### src/rtl/ptct_pkg.sv
`timescale 1ns / 1ps

package ptct_pkg;

    localparam int SLOTS   = 16;
    localparam int MAX_OUT = 16;
    localparam int IDX_W   = (SLOTS > 1) ? $clog2(SLOTS) : 1;
    localparam int CNT_W   = 32;
    localparam int BIT_W   = $clog2(CNT_W);
    localparam int NFIRE_W = $clog2(MAX_OUT + 1);
    localparam int H_W     = 16;
    localparam int D_W     = 16;
    localparam int SLOT_W  = 4;

    typedef enum logic [1:0] {
        CMD_TICK   = 2'd0,
        CMD_ATTACH = 2'd1,
        CMD_DETACH = 2'd2,
        CMD_RSVD   = 2'd3
    } t_cmd;

    typedef enum logic [1:0] {
        KIND_FIRE   = 2'd0,
        KIND_ATTACH = 2'd1,
        KIND_FULL   = 2'd2,
        KIND_DETACH = 2'd3
    } t_kind;

    typedef enum logic [2:0] {
        S_IDLE,
        S_TSCAN,
        S_TDIV,
        S_TCHK,
        S_FLUSH,
        S_ASCAN,
        S_DSCAN
    } t_state;

    typedef struct packed {
        t_cmd             command;
        logic [H_W-1:0]   handle;
        logic [D_W-1:0]   divisor;
    } t_req;

    typedef struct packed {
        t_kind              kind;
        logic [H_W-1:0]     handle_out;
        logic [SLOT_W-1:0]  slot;
        logic               last;
    } t_res;

endpackage

### src/rtl/periodic_tick_callback_table.sv
`timescale 1ns / 1ps
// Periodic tick callback table.
// Request channel: i_req is taken at a rising edge where start is high and busy
// is low. busy stays high until the final result of the request is registered,
// and falls as that result is strobed. Result channel: o_res is valid for
// exactly one cycle while o_strobe is high; the receiver cannot stall, so each result is taken in its strobe cycle.
// Tick: the 32-bit count advances, then slots are scanned in order. An empty
// slot or one with a zero period is skipped; an occupied slot goes through
// load, 32 restoring-division steps and check in the bit-serial remainder
// unit. A due slot's result is held back until the next due slot is found,
// so the final one can carry last.
// Attach scans for the lowest free slot, one slot per cycle;
// detach sweeps all 16 slots. Each gives one result, strobed in the same
// cycle that busy falls. A request with command 3 is dropped without results.
// Reset (synchronous, active low) clears the count and frees every slot.
module periodic_tick_callback_table
    import ptct_pkg::*;
(
    input  logic i_clk,
    input  logic i_rst_n,
    input  logic start,
    input  t_req i_req,
    output logic busy,
    output logic o_strobe,
    output t_res o_res
);

    localparam logic [IDX_W-1:0] IDX_LAST = IDX_W'(SLOTS - 1);
    localparam logic [BIT_W-1:0] BIT_LAST = BIT_W'(CNT_W - 1);

    t_state               r_state, n_state;
    logic [CNT_W-1:0]     r_count, n_count;
    logic [H_W-1:0]       r_handle [SLOTS];
    logic [H_W-1:0]       n_handle [SLOTS];
    logic [D_W-1:0]       r_period [SLOTS];
    logic [D_W-1:0]       n_period [SLOTS];
    logic [IDX_W-1:0]     r_idx, n_idx;
    logic [H_W-1:0]       r_h, n_h;
    logic [D_W-1:0]       r_d, n_d;
    logic [CNT_W-1:0]     r_dvd, n_dvd;
    logic [D_W-1:0]       r_rem, n_rem;
    logic [D_W-1:0]       r_dsr, n_dsr;
    logic [BIT_W-1:0]     r_bit, n_bit;
    t_res                 r_pend, n_pend;
    logic                 r_pend_v, n_pend_v;
    logic [NFIRE_W-1:0]   r_nfire, n_nfire;
    logic                 r_strobe, n_strobe;
    t_res                 r_res, n_res;

    logic [D_W:0]         shifted;
    logic [NFIRE_W-1:0]   nfire_inc;

    assign busy     = (r_state != S_IDLE);
    assign o_strobe = r_strobe;
    assign o_res    = r_res;

    always_comb begin
        n_state  = r_state;
        n_count  = r_count;
        n_handle = r_handle;
        n_period = r_period;
        n_idx    = r_idx;
        n_h      = r_h;
        n_d      = r_d;
        n_dvd    = r_dvd;
        n_rem    = r_rem;
        n_dsr    = r_dsr;
        n_bit    = r_bit;
        n_pend   = r_pend;
        n_pend_v = r_pend_v;
        n_nfire  = r_nfire;
        n_strobe = 1'b0;
        n_res    = r_res;
        shifted  = {r_rem, r_dvd[CNT_W-1]};
        nfire_inc = r_nfire + NFIRE_W'(1);

        unique case (r_state)
            S_IDLE: begin
                if (start) begin
                    n_h      = i_req.handle;
                    n_d      = i_req.divisor;
                    n_idx    = '0;
                    n_pend_v = 1'b0;
                    n_nfire  = '0;
                    unique case (i_req.command)
                        CMD_TICK: begin
                            n_count = r_count + CNT_W'(1);
                            n_state = S_TSCAN;
                        end
                        CMD_ATTACH: n_state = S_ASCAN;
                        CMD_DETACH: n_state = S_DSCAN;
                        CMD_RSVD:   n_state = S_IDLE;
                    endcase
                end
            end

            S_TSCAN: begin
                if (r_handle[r_idx] != '0 && r_period[r_idx] != '0) begin
                    n_dsr   = r_period[r_idx];
                    n_dvd   = r_count;
                    n_rem   = '0;
                    n_bit   = '0;
                    n_state = S_TDIV;
                end else if (r_idx == IDX_LAST) begin
                    n_state = r_pend_v ? S_FLUSH : S_IDLE;
                end else begin
                    n_idx = r_idx + IDX_W'(1);
                end
            end

            // one restoring-division step per cycle, dividend MSB first
            S_TDIV: begin
                if (shifted >= {1'b0, r_dsr}) begin
                    n_rem = D_W'(shifted - {1'b0, r_dsr});
                end else begin
                    n_rem = shifted[D_W-1:0];
                end
                n_dvd = {r_dvd[CNT_W-2:0], 1'b0};
                n_bit = r_bit + BIT_W'(1);
                if (r_bit == BIT_LAST) begin
                    n_state = S_TCHK;
                end
            end

            S_TCHK: begin
                if (r_rem == '0) begin
                    // release the previous due slot, keep this one back
                    if (r_pend_v) begin
                        n_strobe = 1'b1;
                        n_res    = r_pend;
                    end
                    n_pend.kind       = KIND_FIRE;
                    n_pend.handle_out = r_handle[r_idx];
                    n_pend.slot       = SLOT_W'(r_idx);
                    n_pend.last       = 1'b0;
                    n_pend_v          = 1'b1;
                    n_nfire           = nfire_inc;
                end
                if (r_rem == '0 && nfire_inc == NFIRE_W'(MAX_OUT)) begin
                    n_state = S_FLUSH;
                end else if (r_idx == IDX_LAST) begin
                    n_state = (r_pend_v || r_rem == '0) ? S_FLUSH : S_IDLE;
                end else begin
                    n_idx   = r_idx + IDX_W'(1);
                    n_state = S_TSCAN;
                end
            end

            S_FLUSH: begin
                n_strobe   = 1'b1;
                n_res      = r_pend;
                n_res.last = 1'b1;
                n_pend_v   = 1'b0;
                n_state    = S_IDLE;
            end

            S_ASCAN: begin
                if (r_handle[r_idx] == '0) begin
                    n_handle[r_idx]  = r_h;
                    n_period[r_idx]  = r_d;
                    n_strobe         = 1'b1;
                    n_res.kind       = KIND_ATTACH;
                    n_res.handle_out = r_h;
                    n_res.slot       = SLOT_W'(r_idx);
                    n_res.last       = 1'b1;
                    n_state          = S_IDLE;
                end else if (r_idx == IDX_LAST) begin
                    n_strobe         = 1'b1;
                    n_res.kind       = KIND_FULL;
                    n_res.handle_out = r_h;
                    n_res.slot       = '0;
                    n_res.last       = 1'b1;
                    n_state          = S_IDLE;
                end else begin
                    n_idx = r_idx + IDX_W'(1);
                end
            end

            S_DSCAN: begin
                if (r_h != '0 && r_handle[r_idx] == r_h) begin
                    n_handle[r_idx] = '0;
                end
                if (r_idx == IDX_LAST) begin
                    n_strobe         = 1'b1;
                    n_res.kind       = KIND_DETACH;
                    n_res.handle_out = r_h;
                    n_res.slot       = '0;
                    n_res.last       = 1'b1;
                    n_state          = S_IDLE;
                end else begin
                    n_idx = r_idx + IDX_W'(1);
                end
            end

            default: n_state = S_IDLE;
        endcase
    end

    always_ff @(posedge i_clk) begin
        if (!i_rst_n) begin
            r_state  <= S_IDLE;
            r_count  <= '0;
            for (int i = 0; i < SLOTS; i++) begin
                r_handle[i] <= '0;
            end
            r_pend_v <= 1'b0;
            r_nfire  <= '0;
            r_strobe <= 1'b0;
        end else begin
            r_state  <= n_state;
            r_count  <= n_count;
            r_handle <= n_handle;
            r_pend_v <= n_pend_v;
            r_nfire  <= n_nfire;
            r_strobe <= n_strobe;
        end
    end

    // payload, no reset
    always_ff @(posedge i_clk) begin
        r_period <= n_period;
        r_idx    <= n_idx;
        r_h      <= n_h;
        r_d      <= n_d;
        r_dvd    <= n_dvd;
        r_rem    <= n_rem;
        r_dsr    <= n_dsr;
        r_bit    <= n_bit;
        r_pend   <= n_pend;
        r_res    <= n_res;
    end

    a_tick_count: assert property (@(posedge i_clk) disable iff (!i_rst_n)
        (start && !busy && i_req.command == CMD_TICK)
            |=> (r_count == $past(r_count) + CNT_W'(1)))
        else $error("tick count did not advance on tick request");

    a_div_nonzero: assert property (@(posedge i_clk) disable iff (!i_rst_n)
        (r_state == S_TDIV) |-> (r_dsr != '0))
        else $error("division running with zero period");

    a_single_last: assert property (@(posedge i_clk) disable iff (!i_rst_n)
        (o_strobe && o_res.kind != KIND_FIRE) |-> o_res.last)
        else $error("attach or detach result without last");

    a_last_gap: assert property (@(posedge i_clk) disable iff (!i_rst_n)
        (o_strobe && o_res.last) |=> !o_strobe)
        else $error("result strobed right after last");

    a_flush_last: assert property (@(posedge i_clk) disable iff (!i_rst_n)
        (r_state == S_FLUSH) |=> (o_strobe && o_res.last && o_res.kind == KIND_FIRE))
        else $error("flush did not issue final fired result");

endmodule

### config.mk
export PLATFORM = sky130hd
export DESIGN_NAME = periodic_tick_callback_table
export DESIGN_NICKNAME = d
export VERILOG_FILES = /design/src/rtl/ptct_pkg.sv /design/src/rtl/periodic_tick_callback_table.sv
export SDC_FILE = /design/constraint.sdc
export NUM_CORES = 1
export LEC_CHECK = 0
export ABC_AREA = 1
export BUFFER_PORTS_ARGS = -buffer_cell sky130_fd_sc_hd__buf_2
export CAP_MARGIN = 25
export CORE_ASPECT_RATIO = 2
export CORE_MARGIN = 2
export CORE_UTILIZATION = 50
export CTS_BUF_LIST = sky130_fd_sc_hd__clkbuf_8
export CTS_CLUSTER_DIAMETER = 60
export DETAILED_ROUTE_END_ITERATION = 7
export PLACE_DENSITY_LB_ADDON = 0.05
export REMOVE_ABC_BUFFERS = 1
export SETUP_SLACK_MARGIN = 0.1
export SYNTH_ARGS = -nofsm -noshare
export SYNTH_HDL_FRONTEND = slang
export SYNTH_SLANG_ARGS = --single-unit
### constraint.sdc
create_clock -name i_clk -period 7.54 [get_ports i_clk]
set_clock_uncertainty 0.2 [all_clocks]
set_input_delay 1.508 -clock i_clk [delete_from_list [all_inputs] [get_ports i_clk]]
set_output_delay 1.508 -clock i_clk [all_outputs]
set_load 0.02 [all_outputs]
# After elaboration in Yosys (flattened, before gate mapping)
# Cells that the tools add are included.
# Widths: inputs -> output; s select.
# classes
n_eq_ne,26
mux,55
reduce_logical,31
magnitude_cmp,3
add_sub_neg,5
n_bitwise,3
# op_table
op,n
$bwmux 256,2
$mux 256,2
$pmux 256 s2,1
$and 256x256->256,1
$not 256->256,1
$bmux 16 s4,2
$mux 23,5
$mux 16,7
$pmux 23 s4,1
$demux 16 s4,1
$pmux 32 s2,1
$reduce_bool 16->1,3
$add 32x1->32 const B,1
$logic_not 16->1,2
$mux 32,1
$pmux 16 s2,1
$mux 3,10
$ne 2x2->1 const B,11
$mux 4,5
$pmux 4 s5,1
$pmux 5 s2,2
$pmux 3 s6,1
$ge 17x16->1,1
$eq 16x16->1,1
other kinds (30),59
# word_totals
inputBits,37
out_inout_bits,25
ff_bits,702

# Longest topological paths before layout
# Gate-level depths: netlist of the first run.
# logic_depth
depth_word,9
ltp_mapped,24
mapped_depth_nobuf,19

# Worst setup path before layout of the first run
# OpenSTA, ideal clock, no wires.
# synth_timing
path_type,register to register
startpoint,reg r_idx[1]
endpoint,reg r_bit[0] (enable)
setup_slack_ns,3.728
t_arrival_ns,3.200
period_less_slack_ns,3.812
path_stages_with_launch,16
path_cell_list,edfxtp_1 -> inv_2 -> buf_2 -> buf_2 -> buf_2 -> clkbuf_1 -> o21ai_0 -> o22ai_1 -> nand2_1 -> nand4_1 -> nor2_1 -> nand2_1 -> nor2_1 -> nand2_1 -> nand3_1 -> nand2_1
# synth_via
elab_chain_cells,8
word_cells_on_any_way,12
classes_between,eq/ne (1); mux (6); bitwise (1); reduce/logical (4)
# synth_lines
element,line,rtl
from (decl),periodic_tick_callback_table.sv:37,"logic [IDX_W-1:0] r_idx, n_idx;"
from (signal assigned),periodic_tick_callback_table.sv:222,r_idx <= n_idx;
$not 4->5 (not written as such) (*),periodic_tick_callback_table.sv:98,if (r_handle[r_idx] != '0 && r_period[r_idx] != '0) begin
$bmux 16 s4,periodic_tick_callback_table.sv:98,
$mux 16 (not written as such) (2 in a row),periodic_tick_callback_table.sv:98,
$reduce_bool 16->1,periodic_tick_callback_table.sv:98,
$logic_and 1x1->1 (*),periodic_tick_callback_table.sv:98,
$ne 2x2->1 (no source line) (*),n/a,
$reduce_and 2->1 (no source line) (*),n/a,
to (signal assigned),periodic_tick_callback_table.sv:228,r_bit <= n_bit;
to (decl),periodic_tick_callback_table.sv:43,"logic [BIT_W-1:0] r_bit, n_bit;"
# Mark *: on every way between the ends. The rest lies on a longest branch, timed or not. The select of a mux whose other input is x is not followed.
# A chain may end at the register's enable or synchronous reset.

# Worst setup path after layout of the first run
# layout_timing
startpoint,reg r_idx[0]
endpoint,reg r_handle[91] in the netlist's numbering
# layout_via
elab_chain_cells,9
word_cells_on_any_way,21
classes_between,order compare (2); eq/ne (3); mux (9); bitwise (3); reduce/logical (4)
# layout_lines
element,line,rtl
$not 4->5 (not written as such) (*),n/a,
$ge 5x5->1 (not written as such) or $lt 5x1->1 (tied branches),"periodic_tick_callback_table.sv:159, periodic_tick_callback_table.sv:181",
$logic_and 1x1->1 (not written as such),"periodic_tick_callback_table.sv:159, periodic_tick_callback_table.sv:181",
$mux 16 (not written as such),"periodic_tick_callback_table.sv:159, periodic_tick_callback_table.sv:181",
$demux 16 s4,"periodic_tick_callback_table.sv:159, periodic_tick_callback_table.sv:181",
$not 256->256 (no source line),n/a,
$and 256x256->256 (no source line),n/a,
$mux 256,periodic_tick_callback_table.sv:180,if (r_h != '0 && r_handle[r_idx] == r_h) begin
$pmux 256 s2,periodic_tick_callback_table.sv:77,unique case (r_state)
to (signal assigned),periodic_tick_callback_table.sv:212,r_handle <= n_handle;
to (decl),periodic_tick_callback_table.sv:33,logic [H_W-1:0] r_handle [SLOTS];
# Marked as above.

==> impl_metrics.toml, run 1 <==
[setup_path]
critPathArrivalTime_ns = 5.88
crit_type = "reg2reg"
critPathCapture = "r_handle[91]$_SDFFE_PN0P_"
r2r_cells = 19
start_kind = "flip-flop"
rr_endpoint = "r_handle[91]$_SDFFE_PN0P_"
end_kind = "flip-flop"
r2r-start = "r_idx[0]$_SDFFCE_PN0P_"
cp_max_fo = 142
cp.required_ns = 8.04
rrSetupSlack_ns = 2.16
cp-startpoint = "r_idx[0]$_SDFFCE_PN0P_"

[synthesis]
synth_ff_type = "edfxtp_1"
synth.area.top_cells = "edfxtp_1 (35%), dfxtp_1 (17%), nand2_1 (13%)"
ys_warn_count = 0
synth_top_area_frac = 0.3505
synth-seq-cells = 702
synth_seq_area_share = 0.5229
synth_enable_flop_cells = 404
syn_area_um2 = 34610
netlist_instances = 4350
avgSynthCellArea_um2 = 7.956
yosys.area.top_type = "edfxtp_1"
synth.distinct_cells = 50
synth-async-reset-ratio = 0

[route]
drt_iter0_markers = 1996
dr.pass1.iters = 6
routed_wl_um = 105300
vias = 28390
viasPerCell = 5.342
drc = 0
wire_per_inst_um = 19.81
ant_nets = 0

[place]
io_buffer_count = 61
place_congestion = 0.8771
hpwl_um = 65050

[hold_path]
worstHoldPathType = "reg2reg"

[run]
drv_cap = 0

[sta]
setup_violations = 0
hold_violations = 0
worstMarginPinSlew_ns = 1.158
hold_ws_ns = 0.2953
rsz0062_at_grt = "no"
relSlewSlack = 0.2263
slew_violations = 0
fmax_ghz = 0.1858
timing.final.crit_share = 0.7138
period_needed_ns = 5.382

[cts]
cts_root_buf = "clkbuf_8"
cts_tree = "built"
clock_sinks = 702
clkTransAtPathRegs_ns = 0.07
cts_buffers = 102
h-tree-depth = 3
cts_resized = 0
post_cts_buffers = 0
cts_buffer_depth = 3
clock_latency_ns = 0.78
cts_hold_buf = 0

[final_layout]
mostFrequentLayoutCells = "nand2_1 (1204), inv_1 (695), nor2_1 (582), edfxtp_1 (404), dfxtp_1 (298)"
fin_nets = 4403
layout_commonest_cell = "nand2_1"
area_growth_pct = 7.849
drive_above_1_share = 0.07856

[power_and_ir_drop]
total_power_mw = 12.65
power.leakage_nw = 16.04
cellPowerDensity_nw_per_um2 = 338.8
peakVddDrop_mv = 0.2039

[global_routing]
first_global_vias = 27160
grt_use_total = 0.2966
grt_pass1_wl_um = 159700
grt_max_degree = 143
antenna_found_initial = 2
grt-ovfl-total = 0

[die]
die_area_um2 = 71460
core-area_um2 = 68580
row_count = 136
start_util = 0.5047
die_x_um = 190.0
die_height_um = 376.1
ios = 62

[outcome]
status = "completed"
-- synth_stat cells, types with 2 or more instances --
master	number
nor4_1	10
xor2_1	14
dfxtp_1	298
nand4_1	274
nor3_1	41
o211ai_1	7
nand3_1	136
buf_12	2
buf_1	23
o21ai_1	8
nand2_1	1206
xnor2_1	7
a31oi_1	2
clkbuf_1	94
nor3b_1	4
buf_8	2
nand2_2	2
buf_4	16
buf_2	72
a21oi_1	80
o22ai_1	25
o211ai_2	8
edfxtp_1	404
o21ai_0	229
buf_6	48
a211oi_1	2
nor2_2	3
inv_2	10
o21a_1	3
o31ai_1	6
inv_1	658
o211a_1	4
nand3_4	16
ha_1	29
nor2_1	589
clkinv_1	3
or2_2	2
-- worst min path at each step --
stage                             startpoint                       end  cells past startpoint
global placement    r_count[31]$_SDFFE_PN0P_  r_count[31]$_SDFFE_PN0P_                      1
CTS                 r_count[28]$_SDFFE_PN0P_  r_count[28]$_SDFFE_PN0P_                      2
global route        r_count[31]$_SDFFE_PN0P_  r_count[31]$_SDFFE_PN0P_                      1
finish              r_count[31]$_SDFFE_PN0P_  r_count[31]$_SDFFE_PN0P_                      1
floorplan            r_count[6]$_SDFFE_PN0P_   r_count[6]$_SDFFE_PN0P_                      2
detailed placement  r_count[28]$_SDFFE_PN0P_  r_count[28]$_SDFFE_PN0P_                      2
-- area by class of cell --
class,count,area [um^2]
diodes,1,2.502
inverters,672,2532
fillers,6577,31250
clock buffers,118,1624
flip-flops and latches,702,18100
repair buffers,139,1040
clock inverters,67,314.1
multi-input cells,2719,12590
well taps,897,1122
-- state kept, by name, indices dropped and copies added, names as in the netlist, 3 cells and up --
register and cells:
o_res 23, r_bit 5, r_count 32, r_d 16
r_dsr 16, r_dvd 32, r_h 16, r_handle 256
r_idx 4, r_nfire 5, r_pend 20, r_period 256
r_rem 16, r_state 3
-- through the flow --
stage               setup TNS (ns)  utilization  cells  worst slack, ns  cell area [um^2]
floorplan                 -2510.69            -   4093           -6.511             33080
global placement                 0       0.5152   5127            2.301             35330
detailed placement               0       0.5156   5128            2.221             35360
CTS                              0       0.5438   5313            2.206             37290
global route                     0       0.5443   5315            1.834             37320
finish                           0       0.5443   5315            2.158             37320
-- routing by layer --
layer  track usage  up-vias  wire length, um
li1              -    13870                -
met1        0.3187    13330            38590
met2        0.5376      887            54080
met3       0.04014      305             5301
met4        0.1964        0             7331
met5             0        -                0
-- cell families after synthesis --
family	after synthesis	share of synthesized area
AOI/OAI and AO/OA	378	0.05965
xor gates and xnor gates	21	0.005315
adders and majority gates	30	0.01106
buffers and inverters	929	0.1172
DFF	702	0.5229
muxes	1	0.0003254
and+or+nand+nor	2289	0.2836
-- worst max-delay path, stage by stage (launching register included) --
cell,delay [ns]
edfxtp_1,0.50
buf_12,0.57
buf_12,0.53
nand2_1,0.11
nand3_1,0.10
nand2_1,0.06
nand2_1,0.06
nand2_1,0.11
nor2_1,0.19
nand4_1,0.18
inv_1,0.10
nand2_1,0.11
nor2_2,0.15
nand2_2,0.46
nand2_8,0.67
buf_4,0.42
nand3_4,0.29
nand2_1,0.14
inv_1,0.05
nor2_1,0.10
-- power by group --
part / total [mW] / switching, mW / internal (mW)
Clock: 2.97 / 1.51 / 1.46
Sequential: 4.88 / 0.273 / 4.60
Combinational: 4.80 / 3.58 / 1.22
Total: 12.6 / 5.37 / 7.28
Power figures use the tool's default switching activity.
==> inputs of run 2 (changes only) <==
- clock period: 7.54 -> 4.4 ns (I/O delays scaled with it)
==> impl_metrics.toml, run 2 (synthesis results as in run 1) <==
[setup_path]
end_kind = "flip-flop"
cp.required_ns = 4.62
crit_type = "reg2reg"
r2r_cells = 13
start_kind = "flip-flop"
critPathArrivalTime_ns = 4.26
cp_max_fo = 15

[cts]
clock_latency_ns = 0.79
post_cts_buffers = 0
clkTransAtPathRegs_ns = 0.06
cts_buffers = 103
clock_sinks = 702
cts_buffer_depth = 3
cts_tree = "built"
cts_root_buf = "clkbuf_8"
h-tree-depth = 3
cts_hold_buf = 0
cts_resized = 0

[hold_path]
worstHoldPathType = "in2reg"
hold_depth = 1

[sta]
layout_setup_ws_ns = 0.3589
rsz0062_at_grt = "no"
timing.final.crit_share = 0.9184
relSlewSlack = 0.2894
worstMarginPinSlew_ns = 1.066
slew_violations = 0
setup_violations = 0
hold_ws_ns = 0.07274
hold_violations = 0
period_needed_ns = 4.041
fmax_ghz = 0.2475

[die]
start_util = 0.5047
ios = 62
die_area_um2 = 71460
die_x_um = 190.0
row_count = 136
die_height_um = 376.1
core-area_um2 = 68580

[final_layout]
fin_nets = 4460
drive_above_1_share = 0.09024
area_growth_pct = 9.834
mostFrequentLayoutCells = "nand2_1 (1204), inv_1 (693), nor2_1 (582), edfxtp_1 (404), dfxtp_1 (298)"
layout_commonest_cell = "nand2_1"
reg.largest.list = "r_handle: 256 flops, r_period: 256 flops"

[place]
place_ws_ns = 0.4082
hpwl_um = 69490
io_buffer_count = 61
place_congestion = 0.8997

[outcome]
status = "completed"

[global_routing]
grt-ovfl-total = 0
first_global_vias = 27950
antenna_found_initial = 3
grt_use_total = 0.3007
grt_max_degree = 157
grt_pass1_wl_um = 162100

[power_and_ir_drop]
peakVddDrop_mv = 0.3182
cellPowerDensity_nw_per_um2 = 585.5
total_power_mw = 22.26
power.leakage_nw = 16.38

[route]
wire_per_inst_um = 19.81
drc = 0
dr.pass1.iters = 7
viasPerCell = 5.310
ant_nets = 0
vias = 28540
routed_wl_um = 106500
drt_iter0_markers = 1966

[run]
drv_cap = 0
run 2: critical path, cell delays in order, from the launching register on:
cell and delay, ns:
edfxtp_1 0.54, nand2_2 0.31, inv_1 0.32, buf_4 0.29
buf_4 0.21, nand2_1 0.09, nand4_1 0.36, nor2_1 0.23
nand2_1 0.07, nor2_1 0.10, nand2_1 0.17, nand3_1 0.27
o2111ai_1 0.15, nor2_1 0.38
run 2: cell type report:
class / instances / area [um^2]
tap: 897 / 1122
fill: 6576 / 30560
inverter: 672 / 2532
clock inverter: 73 / 435.4
timing repair buffer: 195 / 1633
multi-input combinational: 2719 / 12590
clock buffer: 116 / 1597
antenna: 1 / 2.502
sequential: 702 / 18100
run 2: power breakdown:
part	total, mW	internal, mW	switching [mW]
logic	8.56	2.31	6.25
clock network	5.32	2.66	2.67
registers	8.37	7.89	0.486
run 2: metal layers:
metal | track usage | vias up | share of wire | wire length, um
met4 | 0.2011 | 0 | 0.070 | 7490
met3 | 0.04265 | 291 | 0.046 | 4946
met1 | 0.3196 | 13380 | 0.36 | 38860
li1 | - | 14000 | - | -
met5 | 0 | - | 0 | 0
met2 | 0.5466 | 871 | 0.52 | 55180
run 2: worst paths after layout:
path              slack [ns]                 endpoint                     from
setup / recovery        0.36   r_idx[2]$_SDFFCE_PN0P_   r_idx[3]$_SDFFCE_PN0P_
hold / removal          0.07        r_h[15]$_DFFE_PP_                i_req[31]
setup reg to reg        0.36   r_idx[2]$_SDFFCE_PN0P_   r_idx[3]$_SDFFCE_PN0P_
hold reg to reg         0.30  r_count[6]$_SDFFE_PN0P_  r_count[6]$_SDFFE_PN0P_
run 2: metrics by stage:
step                      std cells  setup TNS (ns)  utilization  area [um^2]
after global routing           5375               0       0.5543        38010
after floorplan                4093        -4563.68            -        33080
after CTS                      5374               0       0.5543        38010
final                          5375               0       0.5543        38010
after global placement         5185               0       0.5246        35980
after detailed placement       5185               0       0.5246        35980
